## src/hw/rtl/cbie_pkg.sv

```systemverilog
// ----------------------------------------------------------------------------
// cbie_pkg
// Shared types and constants for the CBOR item head encoder.
// ----------------------------------------------------------------------------
package cbie_pkg;

	localparam int QDepth = 2;
	localparam int QPtrW  = 1;
	localparam int QCntW  = 2;

	localparam logic [3:0] OP_UINT  = 4'd0;
	localparam logic [3:0] OP_INT32 = 4'd1;
	localparam logic [3:0] OP_ARRAY = 4'd2;
	localparam logic [3:0] OP_MAP   = 4'd3;
	localparam logic [3:0] OP_TEXT  = 4'd4;
	localparam logic [3:0] OP_BYTES = 4'd5;
	localparam logic [3:0] OP_BOOL  = 4'd6;
	localparam logic [3:0] OP_HALF  = 4'd7;
	localparam logic [3:0] OP_F32   = 4'd8;
	localparam logic [3:0] OP_F64   = 4'd9;

	localparam logic [7:0] MT_UINT  = 8'h00;
	localparam logic [7:0] MT_NINT  = 8'h20;
	localparam logic [7:0] MT_BYTES = 8'h40;
	localparam logic [7:0] MT_TEXT  = 8'h60;
	localparam logic [7:0] MT_ARRAY = 8'h80;
	localparam logic [7:0] MT_MAP   = 8'hA0;

	localparam logic [7:0] HD_FALSE = 8'hF4;
	localparam logic [7:0] HD_HALF  = 8'hF9;
	localparam logic [7:0] HD_F32   = 8'hFA;
	localparam logic [7:0] HD_F64   = 8'hFB;

	localparam logic [7:0] AI_ONE   = 8'd24;
	localparam logic [7:0] AI_TWO   = 8'd25;
	localparam logic [7:0] AI_FOUR  = 8'd26;
	localparam logic [7:0] AI_EIGHT = 8'd27;

	localparam logic [7:0] HalfBias = 8'd112;

	typedef struct packed {
		logic [3:0]  opcode;
		logic [63:0] value;
	} req_t;

	typedef struct packed {
		logic [7:0] out_byte;
		logic       last_byte;
	} rsp_t;

	// data is left-aligned: first following byte sits in bits 63:56
	typedef struct packed {
		logic [7:0]  head;
		logic [63:0] data;
		logic [3:0]  nbytes;
	} cmd_t;

endpackage

```

## src/hw/rtl/cbie_front.sv

```systemverilog
// ----------------------------------------------------------------------------
// cbie_front
// Accepts items, classifies the opcode and builds head byte, aligned data and
// following byte count into a registered command.
// ----------------------------------------------------------------------------
module cbie_front (
	input  logic                clk,
	input  logic                arst_n,
	input  logic                req_valid,
	output logic                req_stall,
	input  cbie_pkg::req_t      req,
	output logic                push,
	output cbie_pkg::cmd_t      push_cmd,
	input  logic                q_full
);

	logic           v_s1;
	cbie_pkg::cmd_t cmd_s1;
	cbie_pkg::cmd_t cmd_c;
	logic [7:0]     major;
	logic [63:0]    uval;
	logic           use_uint;
	logic [31:0]    lo;
	logic [7:0]     ex8;
	logic [7:0]     ex_diff;
	logic [4:0]     ex5;
	logic [15:0]    half;
	logic [7:0]     hd;
	logic [63:0]    raw;
	logic [3:0]     nb;

	assign lo      = req.value[31:0];
	assign ex8     = lo[30:23];
	assign ex_diff = ex8 - cbie_pkg::HalfBias;
	assign ex5     = (ex8 != 8'd0) ? ex_diff[4:0] : 5'd0;
	assign half    = {lo[31], ex5, lo[22:13]};

	always_comb begin
		major    = cbie_pkg::MT_UINT;
		uval     = req.value;
		use_uint = 1'b1;
		hd       = cbie_pkg::HD_FALSE;
		raw      = 64'd0;
		nb       = 4'd0;
		case (req.opcode)
			cbie_pkg::OP_INT32: begin
				if (lo[31]) begin
					major = cbie_pkg::MT_NINT;
					uval  = {32'd0, ~lo};
				end else begin
					uval  = {32'd0, lo};
				end
			end
			cbie_pkg::OP_ARRAY: major = cbie_pkg::MT_ARRAY;
			cbie_pkg::OP_MAP:   major = cbie_pkg::MT_MAP;
			cbie_pkg::OP_TEXT:  major = cbie_pkg::MT_TEXT;
			cbie_pkg::OP_BYTES: major = cbie_pkg::MT_BYTES;
			cbie_pkg::OP_BOOL: begin
				use_uint = 1'b0;
				hd       = cbie_pkg::HD_FALSE | {7'd0, req.value[0]};
			end
			cbie_pkg::OP_HALF: begin
				use_uint = 1'b0;
				hd       = cbie_pkg::HD_HALF;
				raw      = {48'd0, half};
				nb       = 4'd2;
			end
			cbie_pkg::OP_F32: begin
				use_uint = 1'b0;
				hd       = cbie_pkg::HD_F32;
				raw      = {32'd0, lo};
				nb       = 4'd4;
			end
			cbie_pkg::OP_F64: begin
				use_uint = 1'b0;
				hd       = cbie_pkg::HD_F64;
				raw      = req.value;
				nb       = 4'd8;
			end
			default: major = cbie_pkg::MT_UINT;
		endcase

		if (use_uint) begin
			raw = uval;
			if (uval < 64'd24) begin
				hd = major | {3'd0, uval[4:0]};
				nb = 4'd0;
			end else if (uval <= 64'hFF) begin
				hd = major | cbie_pkg::AI_ONE;
				nb = 4'd1;
			end else if (uval <= 64'hFFFF) begin
				hd = major | cbie_pkg::AI_TWO;
				nb = 4'd2;
			end else if (uval <= 64'hFFFF_FFFF) begin
				hd = major | cbie_pkg::AI_FOUR;
				nb = 4'd4;
			end else begin
				hd = major | cbie_pkg::AI_EIGHT;
				nb = 4'd8;
			end
		end

		cmd_c.head   = hd;
		cmd_c.nbytes = nb;
		case (nb)
			4'd1:    cmd_c.data = raw << 56;
			4'd2:    cmd_c.data = raw << 48;
			4'd4:    cmd_c.data = raw << 32;
			default: cmd_c.data = raw;
		endcase
	end

	assign req_stall = v_s1 & q_full;
	assign push      = v_s1 & ~q_full;
	assign push_cmd  = cmd_s1;

	always_ff @(posedge clk or negedge arst_n) begin
		if (!arst_n) begin
			v_s1 <= 1'b0;
		end else if (!req_stall) begin
			v_s1 <= req_valid;
		end
	end

	always_ff @(posedge clk) begin
		if (!req_stall && req_valid) begin
			cmd_s1 <= cmd_c;
		end
	end

endmodule

```

## src/hw/rtl/cbie_queue.sv

```systemverilog
// ----------------------------------------------------------------------------
// cbie_queue
// Short command queue between classifier and byte emitter.
// ----------------------------------------------------------------------------
module cbie_queue (
	input  logic           clk,
	input  logic           arst_n,
	input  logic           push,
	input  cbie_pkg::cmd_t push_cmd,
	output logic           full,
	input  logic           pop,
	output logic           q_valid,
	output cbie_pkg::cmd_t head_cmd
);

	cbie_pkg::cmd_t                mem_q [cbie_pkg::QDepth];
	logic [cbie_pkg::QPtrW-1:0]    wr_q;
	logic [cbie_pkg::QPtrW-1:0]    rd_q;
	logic [cbie_pkg::QCntW-1:0]    cnt_q;

	assign full     = (cnt_q == cbie_pkg::QCntW'(cbie_pkg::QDepth));
	assign q_valid  = (cnt_q != '0);
	assign head_cmd = mem_q[rd_q];

	always_ff @(posedge clk or negedge arst_n) begin
		if (!arst_n) begin
			wr_q  <= '0;
			rd_q  <= '0;
			cnt_q <= '0;
		end else begin
			if (push) begin
				wr_q <= wr_q + 1'b1;
			end
			if (pop) begin
				rd_q <= rd_q + 1'b1;
			end
			if (push && !pop) begin
				cnt_q <= cnt_q + 1'b1;
			end else if (pop && !push) begin
				cnt_q <= cnt_q - 1'b1;
			end
		end
	end

	always_ff @(posedge clk) begin
		if (push) begin
			mem_q[wr_q] <= push_cmd;
		end
	end

	a_cnt_bound: assert property (@(posedge clk) disable iff (!arst_n)
		cnt_q <= cbie_pkg::QCntW'(cbie_pkg::QDepth))
		else $error("queue count beyond depth");

	a_no_overflow: assert property (@(posedge clk) disable iff (!arst_n)
		full |-> !push)
		else $error("push into full queue");

	a_no_underflow: assert property (@(posedge clk) disable iff (!arst_n)
		!q_valid |-> !pop)
		else $error("pop from empty queue");

endmodule

```

## src/hw/rtl/cbie_back.sv

```systemverilog
// ----------------------------------------------------------------------------
// cbie_back
// Byte emitter: sends the head byte, then the following bytes, one per cycle
// while rsp_stall is low, through an output register.
// ----------------------------------------------------------------------------
module cbie_back (
	input  logic           clk,
	input  logic           arst_n,
	input  logic           q_valid,
	input  cbie_pkg::cmd_t head_cmd,
	output logic           pop,
	output logic           rsp_valid,
	input  logic           rsp_stall,
	output cbie_pkg::rsp_t rsp
);

	logic        out_valid_q;
	logic        busy_q;
	logic [3:0]  rem_q;
	logic [63:0] sh_q;
	logic [7:0]  byte_q;
	logic        last_q;
	logic        step;

	assign step      = ~out_valid_q | ~rsp_stall;
	assign pop       = step & ~busy_q & q_valid;
	assign rsp_valid = out_valid_q;
	assign rsp       = '{out_byte: byte_q, last_byte: last_q};

	always_ff @(posedge clk or negedge arst_n) begin
		if (!arst_n) begin
			out_valid_q <= 1'b0;
			busy_q      <= 1'b0;
			rem_q       <= 4'd0;
			last_q      <= 1'b0;
		end else if (step) begin
			if (busy_q) begin
				out_valid_q <= 1'b1;
				last_q      <= (rem_q == 4'd1);
				busy_q      <= (rem_q != 4'd1);
				rem_q       <= rem_q - 4'd1;
			end else if (q_valid) begin
				out_valid_q <= 1'b1;
				last_q      <= (head_cmd.nbytes == 4'd0);
				busy_q      <= (head_cmd.nbytes != 4'd0);
				rem_q       <= head_cmd.nbytes;
			end else begin
				out_valid_q <= 1'b0;
			end
		end
	end

	always_ff @(posedge clk) begin
		if (step) begin
			if (busy_q) begin
				byte_q <= sh_q[63:56];
				sh_q   <= sh_q << 8;
			end else if (q_valid) begin
				byte_q <= head_cmd.head;
				sh_q   <= head_cmd.data;
			end
		end
	end

	a_busy_rem: assert property (@(posedge clk) disable iff (!arst_n)
		busy_q |-> (rem_q != 4'd0))
		else $error("emitter busy with no bytes left");

	a_last_idle: assert property (@(posedge clk) disable iff (!arst_n)
		(out_valid_q && last_q) |-> !busy_q)
		else $error("last byte shown while bytes remain");

endmodule

```

## src/hw/rtl/cbor_item_head_encoder.sv

```systemverilog
// ----------------------------------------------------------------------------
// cbor_item_head_encoder
// Top level: CBOR data item head encoder, opcode and value in, head bytes out.
// ----------------------------------------------------------------------------
// Each item yields 1 to 9 bytes on rsp, most significant first, with
// last_byte set on the final one. The byte-wide output register sets the
// rate: an item occupies the output for its head byte and n following
// bytes (n = 0, 1, 2, 4 or 8); with the next item queued and rsp_stall
// low, its head byte follows the last byte in the very next cycle. An
// item passes the classify register, loaded at the accepting edge, then
// the two-entry queue and the output register. Inputs keep being taken
// until the queue is full and the classify register holds an item.
module cbor_item_head_encoder (
	input  logic           clk,
	input  logic           arst_n,
	input  logic           req_valid,
	output logic           req_stall,
	input  cbie_pkg::req_t req,
	output logic           rsp_valid,
	input  logic           rsp_stall,
	output cbie_pkg::rsp_t rsp
);

	logic           push;
	logic           full;
	logic           pop;
	logic           q_valid;
	cbie_pkg::cmd_t push_cmd;
	cbie_pkg::cmd_t head_cmd;

	cbie_front u_front (
		.clk       (clk),
		.arst_n    (arst_n),
		.req_valid (req_valid),
		.req_stall (req_stall),
		.req       (req),
		.push      (push),
		.push_cmd  (push_cmd),
		.q_full    (full)
	);

	cbie_queue u_queue (
		.clk      (clk),
		.arst_n   (arst_n),
		.push     (push),
		.push_cmd (push_cmd),
		.full     (full),
		.pop      (pop),
		.q_valid  (q_valid),
		.head_cmd (head_cmd)
	);

	cbie_back u_back (
		.clk       (clk),
		.arst_n    (arst_n),
		.q_valid   (q_valid),
		.head_cmd  (head_cmd),
		.pop       (pop),
		.rsp_valid (rsp_valid),
		.rsp_stall (rsp_stall),
		.rsp       (rsp)
	);

endmodule
```

## config.mk

```make
export PLATFORM = sky130hd
export DESIGN_NAME = cbor_item_head_encoder
export DESIGN_NICKNAME = d
export VERILOG_FILES = /design/src/hw/rtl/cbie_pkg.sv /design/src/hw/rtl/cbie_front.sv /design/src/hw/rtl/cbie_queue.sv /design/src/hw/rtl/cbie_back.sv /design/src/hw/rtl/cbor_item_head_encoder.sv
export SDC_FILE = /design/constraint.sdc
export NUM_CORES = 1
export LEC_CHECK = 0
export BUFFER_PORTS_ARGS = -buffer_cell sky130_fd_sc_hd__buf_2
export CAP_MARGIN = 30
export CORE_MARGIN = 3
export CORE_UTILIZATION = 63
export CTS_BUF_LIST = sky130_fd_sc_hd__clkbuf_4
export DETAILED_ROUTE_END_ITERATION = 8
export PLACE_DENSITY = 0.87
export SYNTH_ARGS = -nofsm -noshare
export SYNTH_HDL_FRONTEND = slang
export SYNTH_SLANG_ARGS = --single-unit
export TNS_END_PERCENT = 50
```

## constraint.sdc

```tcl
create_clock -name clk -period 5.85 [get_ports clk]
set_input_delay 1.17 -clock clk [delete_from_list [all_inputs] [get_ports clk]]
set_output_delay 1.17 -clock clk [all_outputs]
set_load 0.05 [all_outputs]
```

# [After elaboration in Yosys (flattened, before gate mapping)]
# Memory sizes are Yosys's and may differ from the RTL's.
# Index checks and enable logic that the tools add are counted.
[totals] regBits=160 ram_bits=152 in_bits=72 output_inout_bits=11 word_cells=101 mem_count=1
[classes] n_addsub=6 order_cmp=4 eq_ne=15 mux=36 n_bitwise=11 reduce_logical=14
[mem_list] memory="u_queue.mem_q" words=2 width=76 read_ports=1 rd_clocked_by_memory_dff=0 wr=1 line_no="cbie_queue.sv:16" text="cbie_pkg::cmd_t mem_q [cbie_pkg::QDepth];"
[ops] op="64-bit one-hot mux with 3 select lines" n=2
[ops] op="64-bit two-way mux" n=4
[ops] op="64-bit by 16-bit <= comparator with 1-bit output (second input constant)" n=1
[ops] op="64-bit by 32-bit <= comparator with 1-bit output (second input constant)" n=1
[ops] op="64-bit by 8-bit <= comparator with 1-bit output (second input constant)" n=1
[ops] op="64-bit by 5-bit < comparator with 1-bit output (second input constant)" n=1
[ops] op="8-bit one-hot mux with 5 select lines" n=1
[ops] op="32-bit two-way mux" n=1
[ops] op="8-bit two-way mux" n=4
[ops] op="32-bit NOT" n=1
[ops] op="4-bit two-way mux" n=7
[ops] op="4-bit by 3-bit equality test with 1-bit output (second input constant)" n=5
[ops] op="4-bit one-hot mux with 4 select lines" n=1
[ops] op="4-bit by 1-bit equality test with 1-bit output (second input constant)" n=3
[ops] op="4-bit by 2-bit equality test with 1-bit output (second input constant)" n=3
[ops] op="4-bit one-hot mux with 3 select lines" n=1
[ops] op="1-bit two-way mux" n=9
[ops] op="4-bit equality test (second input constant)" n=2
[ops] op="2-bit two-way mux" n=4
[ops] op="8-bit by 5-bit bitwise OR with 8-bit output" n=1
[ops] op="8-bit nonzero test" n=1
[ops] op="6-bit two-way mux" n=1
[ops] op="2-bit nonzero test" n=3
[ops] op="5-bit two-way mux" n=1
[ops] op="other kinds (16)" n=27

# [Longest topological paths before layout]
# Gate-level depths: netlist of the first run.
[logic_depth] ltp_word=11 mapped_depth=11 mapped_depth_nobuf=8

# [Hierarchy]
# Synthesis of the first run repeated with hierarchy kept, for this count alone.
[unflattened] hier_cells=853 hier_area_um2=13355.3
[modules_own_cells] module="cbie_queue" instances=1 cells_each=253 area_per_inst_um2=5809.3 seq_area_each_um2=4664.5
[modules_own_cells] module="cbie_front" instances=1 cells_each=398 area_per_inst_um2=4087.7 seq_area_each_um2=2307.2
[modules_own_cells] module="cbie_back" instances=1 cells_each=202 area_per_inst_um2=3458.3 seq_area_each_um2=2337.2

# [Worst setup path after synthesis of the first run]
# No wires, ideal clock.
[synth_timing] kind="register -> register" start="reg u_queue.cnt_q[0] (netlist bit)" end="mem u_queue.mem_q[0][0] (netlist bit) (enable)" setup_time_ns=0.511 t_arrival_ns=3.809 t_required_ns=5.339 path_slack_ns=1.531 path_stages_with_launch=4 n_path_buf=0 path_cell_list="dfrtp_1 -> nand2b_1 -> nand2_1 -> nor2_1"
[synth_between] elab_chain_len=5
[synth_rtl] element="start, declared" line_no="cbie_queue.sv:19" text="logic [cbie_pkg::QCntW-1:0] cnt_q;"
[synth_rtl] element="start signal, assigned" line_no="cbie_queue.sv:38" text="cnt_q <= cnt_q + 1'b1;"
[synth_rtl] element="start signal, assigned" line_no="cbie_queue.sv:40" text="cnt_q <= cnt_q - 1'b1;"
[synth_rtl] element="2-bit equality test" line_no="cbie_queue.sv:21" text="assign full = (cnt_q == cbie_pkg::QCntW'(cbie_pkg::QDepth));"
[synth_rtl] element="1-bit NOT" line_no="cbie_front.sv:114" text="assign push = v_s1 & ~q_full;"
[synth_rtl] element="1-bit AND" line_no="cbie_front.sv:114"
[synth_rtl] element="1-bit two-way mux" line_no="cbie_queue.sv:46" text="if (push) begin"
[synth_rtl] element="1-bit two-way mux (implied by the code)" line_no="cbie_queue.sv:47" text="mem_q[wr_q] <= push_cmd;"
[synth_rtl] element="end, declared" line_no="cbie_queue.sv:16"
# Every way passes these cells.

==> impl_metrics.toml, run 1 <==
[yosys]
syn_area_per_cell_um2 = 13.6
synth_cell_types = 53
ys.flop_type = "edfxtp_1"
synth_top_area_share_pct = 70.1
synth_simple_gate_area_share_pct = 9.41
synth_compound_area_share_pct = 8.97
synth_common_cells = "300 x edfxtp_1, 126 x nand2_1, 90 x nor2_1"
synth_top_cells_by_area = "edfxtp_1 70%, mux2i_1 5.7%, nand2_1 3.7%, o21ai_0 3.3%, nor2_1 2.6%"
yosys.area.top_type = "edfxtp_1"
synth-edff-count = 300
synth.ff_latch_count = 312
ys_warn_count = 0
syn_inst = 943
ys_async_sr_fraction_pct = 3.85
netlist_area_mm2 = 0.0129
ys_seq_area_share_pct = 72.4
synthXorXnorAreaFrac_pct = 0.681
yosysMostFrequentCell = "edfxtp_1"
synth_nets = 1018
synth_top_family_by_area = "simple AND/OR/NAND/NOR gates"
synth_mux_area_share_pct = 5.95
synthAdderAreaFrac_pct = 0.292

[power_and_ir_drop]
irDropWorstVdd_v = 0.000280
leakagePower_nw = 5.52
powerDensity_mw_per_mm2 = 498
p_switching_mw = 2.30
p_comb_share_pct = 22.5
p_int_mw = 4.92
pwr-share-clk_pct = 24.4
pwr-share-seq_pct = 53.1
swShare_pct = 31.9

[clock_network]
numCtsBuffers = 74
ctsHoldBuffers = 0
cts_sinks = 312
clock_latency_ns = 0.67
h-tree-depth = 3
cts_tree = "yes"
clock-root-buffer = "clkbuf_4"
cts_resized = 0
clkSlewWorstSetupHoldPaths_ns = 0.08
post-cts-setup-buffer-count = 0
clockBufferDepth = 3

[timing]
max_freq_mhz = 275
setup-tns-final_ns = 0
layout_min_cycle_time_ns = 3.63
setup_violations = 0
skew_ns = 0.0321
final.period_utilization_pct = 62.1
tightest_slew_ns = 1.02
hold_violations = 0
slew_viol_final = 0
rsz0062_at_grt = "no"
slew_headroom_pct = 32.3

[floorplanning]
dieArea_mm2 = 0.0222
ios = 83
core_area_mm2 = 0.0198
rows = 51
start_util_pct = 65.0
die_w_um = 149
die_h_um = 149

[critical_path]
cpMostUsedCell = "or4_4"
arrival_ns = 4.05
end_kind = "flip-flop"
crit_path_start_kind = "input port"
path_buf_inv = 3
r2r_end = "u_back.rem_q[0]"
reg2regPathDepth = 6
reg2reg_from = "u_back.busy_q"
crit_chain = "buf_2 > or3_1 > or4_4 > or4_4 > a31oi_1 > o221a_2 > or2_1 > buf_4 > inv_2 > a22o_1"
r2r_setup_slack_ns = 2.91
cp_top_family = "simple AND/OR/NAND/NOR gates"
max_stage_delay_ns = 0.51
path_max_fanout = 25
crit_slowest_cell = "or4_4"
critical_path_class = "input port to flip-flop"
required_ns = 6.26

[grt]
grt_overflow = 0
antenna_found_initial = 1
grt_pass1_wl_mm = 46.9
grt_max_degree = 77
grt_pass1_vias = 8353
track_usage_pct = 28.1

[route]
drc_errors = 0
viasPerCell = 6.17
routedWlPerCell_um = 22.3
drtIter0Drc = 1191
wl_mm = 30.7
dr.pass1.iters = 6
ant_nets = 0
vias = 8502

[finish]
num-nets-final = 1139
num-fill-cells = 1225
synthToLayoutAreaGrowth_pct = 12.8
multi_input_area_mm2 = 0.00327
final_core_util_pct = 73.3
register_area_mm2 = 0.00932
layout-drive-gt1-share_pct = 20.5

[status]
outcome = "completed"

[placement]
io_buffer_count = 82
hpwlAfterDp_mm = 20.0
gp_congestion = 0.973

[min_path]
hold_path.class = "input port to asynchronous set/reset pin"

[job]
maxCapViolations = 0
## sequential cells by signal, indices dropped and copies added, names as in the netlist
name and flops:
u_queue.mem_q 152, u_front.push_cmd 76, u_back.sh_q 64, u_back.byte_q 8, u_back.rem_q 4, u_queue.cnt_q 2
u_back.busy_q 1, u_back.last_q 1, u_back.rsp_valid 1, u_front.v_s1 1, u_queue.rd_q 1, u_queue.wr_q 1
## layout by cell type (no fill, tap or decap), types with 4 or more instances in the layout
cell type and count:
nand3_1 4, xnor2_1 7, nand4_1 7, nor3_1 11, inv_1 20, a22oi_1 13, buf_2 82, o221ai_1 15
nand2_1 126, clkinv_1 9, clkbuf_4 110, dfrtp_1 10, nand2b_1 8, buf_4 9, o21ai_0 84, edfxtp_1 300
a21oi_1 41, o211ai_1 5, a22o_1 6, mux2i_1 73, nor4_1 16, nor2_1 89
## worst max-delay path by stage
stage | from | end | slack, ns | cells past startpoint
3_3_place_gp | req[38] | u_front.push_cmd[13] | 1.53 | 8
6_report | req[24] | u_front.push_cmd[44] | 2.22 | 10
4_1_cts | req[30] | u_front.push_cmd[44] | 2.29 | 10
5_1_grt | req[30] | u_front.push_cmd[44] | 2.11 | 10
2_1_floorplan | u_queue.cnt_q[0] | u_queue.mem_q[0][0] | 1.53 | 3
3_5_place_dp | req[30] | u_front.push_cmd[49] | 1.60 | 10
## layout make-up
type                            instances  area share (%)
Inverter                               23           0.595
Clock buffer                          110            5.69
Clock inverter                         14           0.768
Multi-Input combinational cell        559            22.6
Timing Repair Buffer                   94            3.86
Tap cell                              265            2.29
Antenna cell                            1          0.0173
Sequential cell                       312            64.2
## kinds of logic (layout without fill, tap and decap cells)
family	Yosys count	in the layout
XOR/XNOR	10	10
other	0	1
flip-flops	312	312
buffers and inverters	72	241
multiplexers	76	76
adder cells (fa/ha/maj)	3	3
AO/OA/AOI/OAI	190	190
AND/OR/NAND/NOR	280	280
## metrics by stage
stage / std cells / instance area (um2) / hold slack, ns / power, mW / worst slack (ns)
detailed placement: 1252 / 13500 / 0.432 / 5.45 / 1.60
global placement: 1249 / 13500 / 0.422 / 5.30 / 1.53
finish: 1378 / 14500 / 0.360 / 7.22 / 2.22
floorplan: 943 / 12900 / 0.421 / 4.87 / 1.53
global route: 1378 / 14500 / 0.346 / 7.57 / 2.11
CTS: 1376 / 14500 / 0.347 / 7.23 / 2.29
## power groups by stage
stage                     logic (mW)  clock network (mW)  registers (mW)
after CTS                       1.62                1.78            3.83
after floorplan                 1.10                   0            3.78
after global placement          1.49                   0            3.81
final                           1.63                1.76            3.83
after global routing            1.78                1.89            3.89
after detailed placement        1.60                   0            3.86
## routing by layer
metal	up-vias	track usage (%)	part of all wire, %
met5	-	0	0
met4	0	10.8	3.1
met3	77	6.11	9.4
met2	536	44.3	48
met1	4065	39.2	40
li1	3824	-	-
No activity file was read; power rests on OpenSTA's default activity.
==> run 2: changes to the inputs <==
==> constraint.sdc (replaced) <==
create_clock -name clk -period 3.5 [get_ports clk]
set_input_delay 0.7 -clock clk [delete_from_list [all_inputs] [get_ports clk]]
set_output_delay 0.7 -clock clk [all_outputs]
set_load 0.05 [all_outputs]
==> run 2 against run 1 <==
Non-clock buffer count up 29. Core utilization up 0.97 points. Power up 67%. Critical path depth unchanged. Worst setup slack worse by 1.6 ns. First-iteration DRC count down 22%. Register-to-register slack worse by 1.6 ns. Sequential cell count unchanged. Sequential power up 68%. Global-route usage up 1.3 points.
==> impl_metrics.toml, run 2 (synthesis gave the netlist of run 1 again) <==
[timing]
final.period_utilization_pct = 81.3
tightest_slew_ns = 1.11
skew_ns = 0.0648
hold_violations = 0
rsz0062_at_grt = "no"
layout_min_cycle_time_ns = 2.85
slew_viol_final = 0
setup_violations = 0
slew_headroom_pct = 25.5
max_freq_mhz = 351
setup-tns-final_ns = 0

[critical_path]
end_kind = "flip-flop"
reg2reg_from = "u_back.busy_q"
path_max_fanout = 14
startpoint = "req[30]"
critical_path_class = "input port to flip-flop"
arrival_ns = 3.34
required_ns = 3.99
crit_path_start_kind = "input port"

[floorplanning]
rows = 51
start_util_pct = 65.0
core_area_mm2 = 0.0198
die_h_um = 149
die_w_um = 149
ios = 83
dieArea_mm2 = 0.0222

[clock_network]
post-cts-setup-buffer-count = 0
clkSlewWorstSetupHoldPaths_ns = 0.08
numCtsBuffers = 75
cts_tree = "yes"
clock_latency_ns = 0.69
ctsHoldBuffers = 1
cts_sinks = 312
h-tree-depth = 3
clockBufferDepth = 3
cts_resized = 0
clock-root-buffer = "clkbuf_4"

[grt]
grt_overflow = 0
grt_max_degree = 77
grt_pass1_vias = 8552
grt_pass1_wl_mm = 48.2
track_usage_pct = 29.4
antenna_found_initial = 2

[route]
dr.pass1.iters = 5
wl_met2_mm = 15.3
wl_met3_mm = 3.11
drc_errors = 0
wl_mm = 32.0
drtIter0Drc = 928
wl_met1_mm = 12.5
top_layer = "met5"
ant_nets = 0
vias = 8687
viasPerCell = 6.13
routedWlPerCell_um = 22.6

[finish]
final_core_util_pct = 74.3
regMostFlops = "u_queue.mem_q"
final_cell_mix = "300 x edfxtp_1, 126 x nand2_1, 105 x clkbuf_4, 89 x nor2_1, 84 x o21ai_0"
largest_reg_flops = 152
layout_commonest_cell = "edfxtp_1"
instances_no_fill = 1417
layout-drive-gt1-share_pct = 21.8
synthToLayoutAreaGrowth_pct = 14.3
num-nets-final = 1169

[power_and_ir_drop]
irDropWorstVdd_v = 0.000487
total_power_mw = 12.1
powerDensity_mw_per_mm2 = 821
leakagePower_nw = 5.64

[placement]
place_inst = 1280
io_buffer_count = 82
gp_congestion = 0.944
hpwlAfterDp_mm = 20.9

[min_path]
hold_start = "req_valid"
hold_path.class = "input port to flip-flop"

[status]
outcome = "completed"

[job]
maxCapViolations = 0
-- run 2: worst paths after layout --
kind / to / slack [ns] / depth (start not counted)
max in group asynchronous: u_queue.rd_q / 2.81 / 2
worst min-delay path: u_front.v_s1 / 0.23 / 2
worst max register to register: u_back.rem_q[3] / 1.30 / 6
worst max-delay path: u_front.push_cmd[24] / 0.65 / 10
worst min register to register: u_queue.mem_q[0][0] / 0.40 / 0
min in group asynchronous: u_back.rem_q[1] / 0.44 / 2
-- run 2: through the flow --
stage | hold WS [ns] | setup slack (ns) | instance area, um2
floorplan | 0.404 | 0.256 | 12900
global placement | 0.422 | 0.0878 | 13700
detailed placement | 0.430 | 0.0337 | 13700
CTS | 0.187 | 0.700 | 14700
global route | 0.185 | 0.568 | 14700
finish | 0.230 | 0.654 | 14700
-- run 2: area by class of cell --
| class | count | area, um2 |
|---|---|---|
| Fill cell | 1204 | 5080 |
| Sequential cell | 312 | 9320 |
| Tap cell | 265 | 332 |
| Inverter | 23 | 86.3 |
| Timing Repair Buffer | 123 | 766 |
| Clock inverter | 28 | 136 |
| Clock buffer | 105 | 788 |
| Multi-Input combinational cell | 559 | 3270 |
| Antenna cell | 2 | 5.00 |
-- run 2: critical path, cell delays in order --
cell     delay [ns]
buf_2          0.10
or3_1          0.39
or4_4          0.44
or4_4          0.51
a31oi_1        0.24
o221a_2        0.23
or2_1          0.20
inv_2          0.13
buf_4          0.21
nor2_1         0.18
-- run 2: power breakdown --
part / leakage [nW] / switching, mW / internal [mW]
combinational: 2.08 / 1.87 / 0.895
clock: 0.549 / 1.41 / 1.47
sequential: 3.01 / 0.665 / 5.76
-- run 2: routing by layer --
| layer | vias up | GRT usage, % |
|---|---|---|
| met5 | - | 0 |
| met4 | 2 | 12.8 |
| met3 | 79 | 6.84 |
| met2 | 557 | 46.2 |
| met1 | 4144 | 40.0 |
| li1 | 3905 | - |
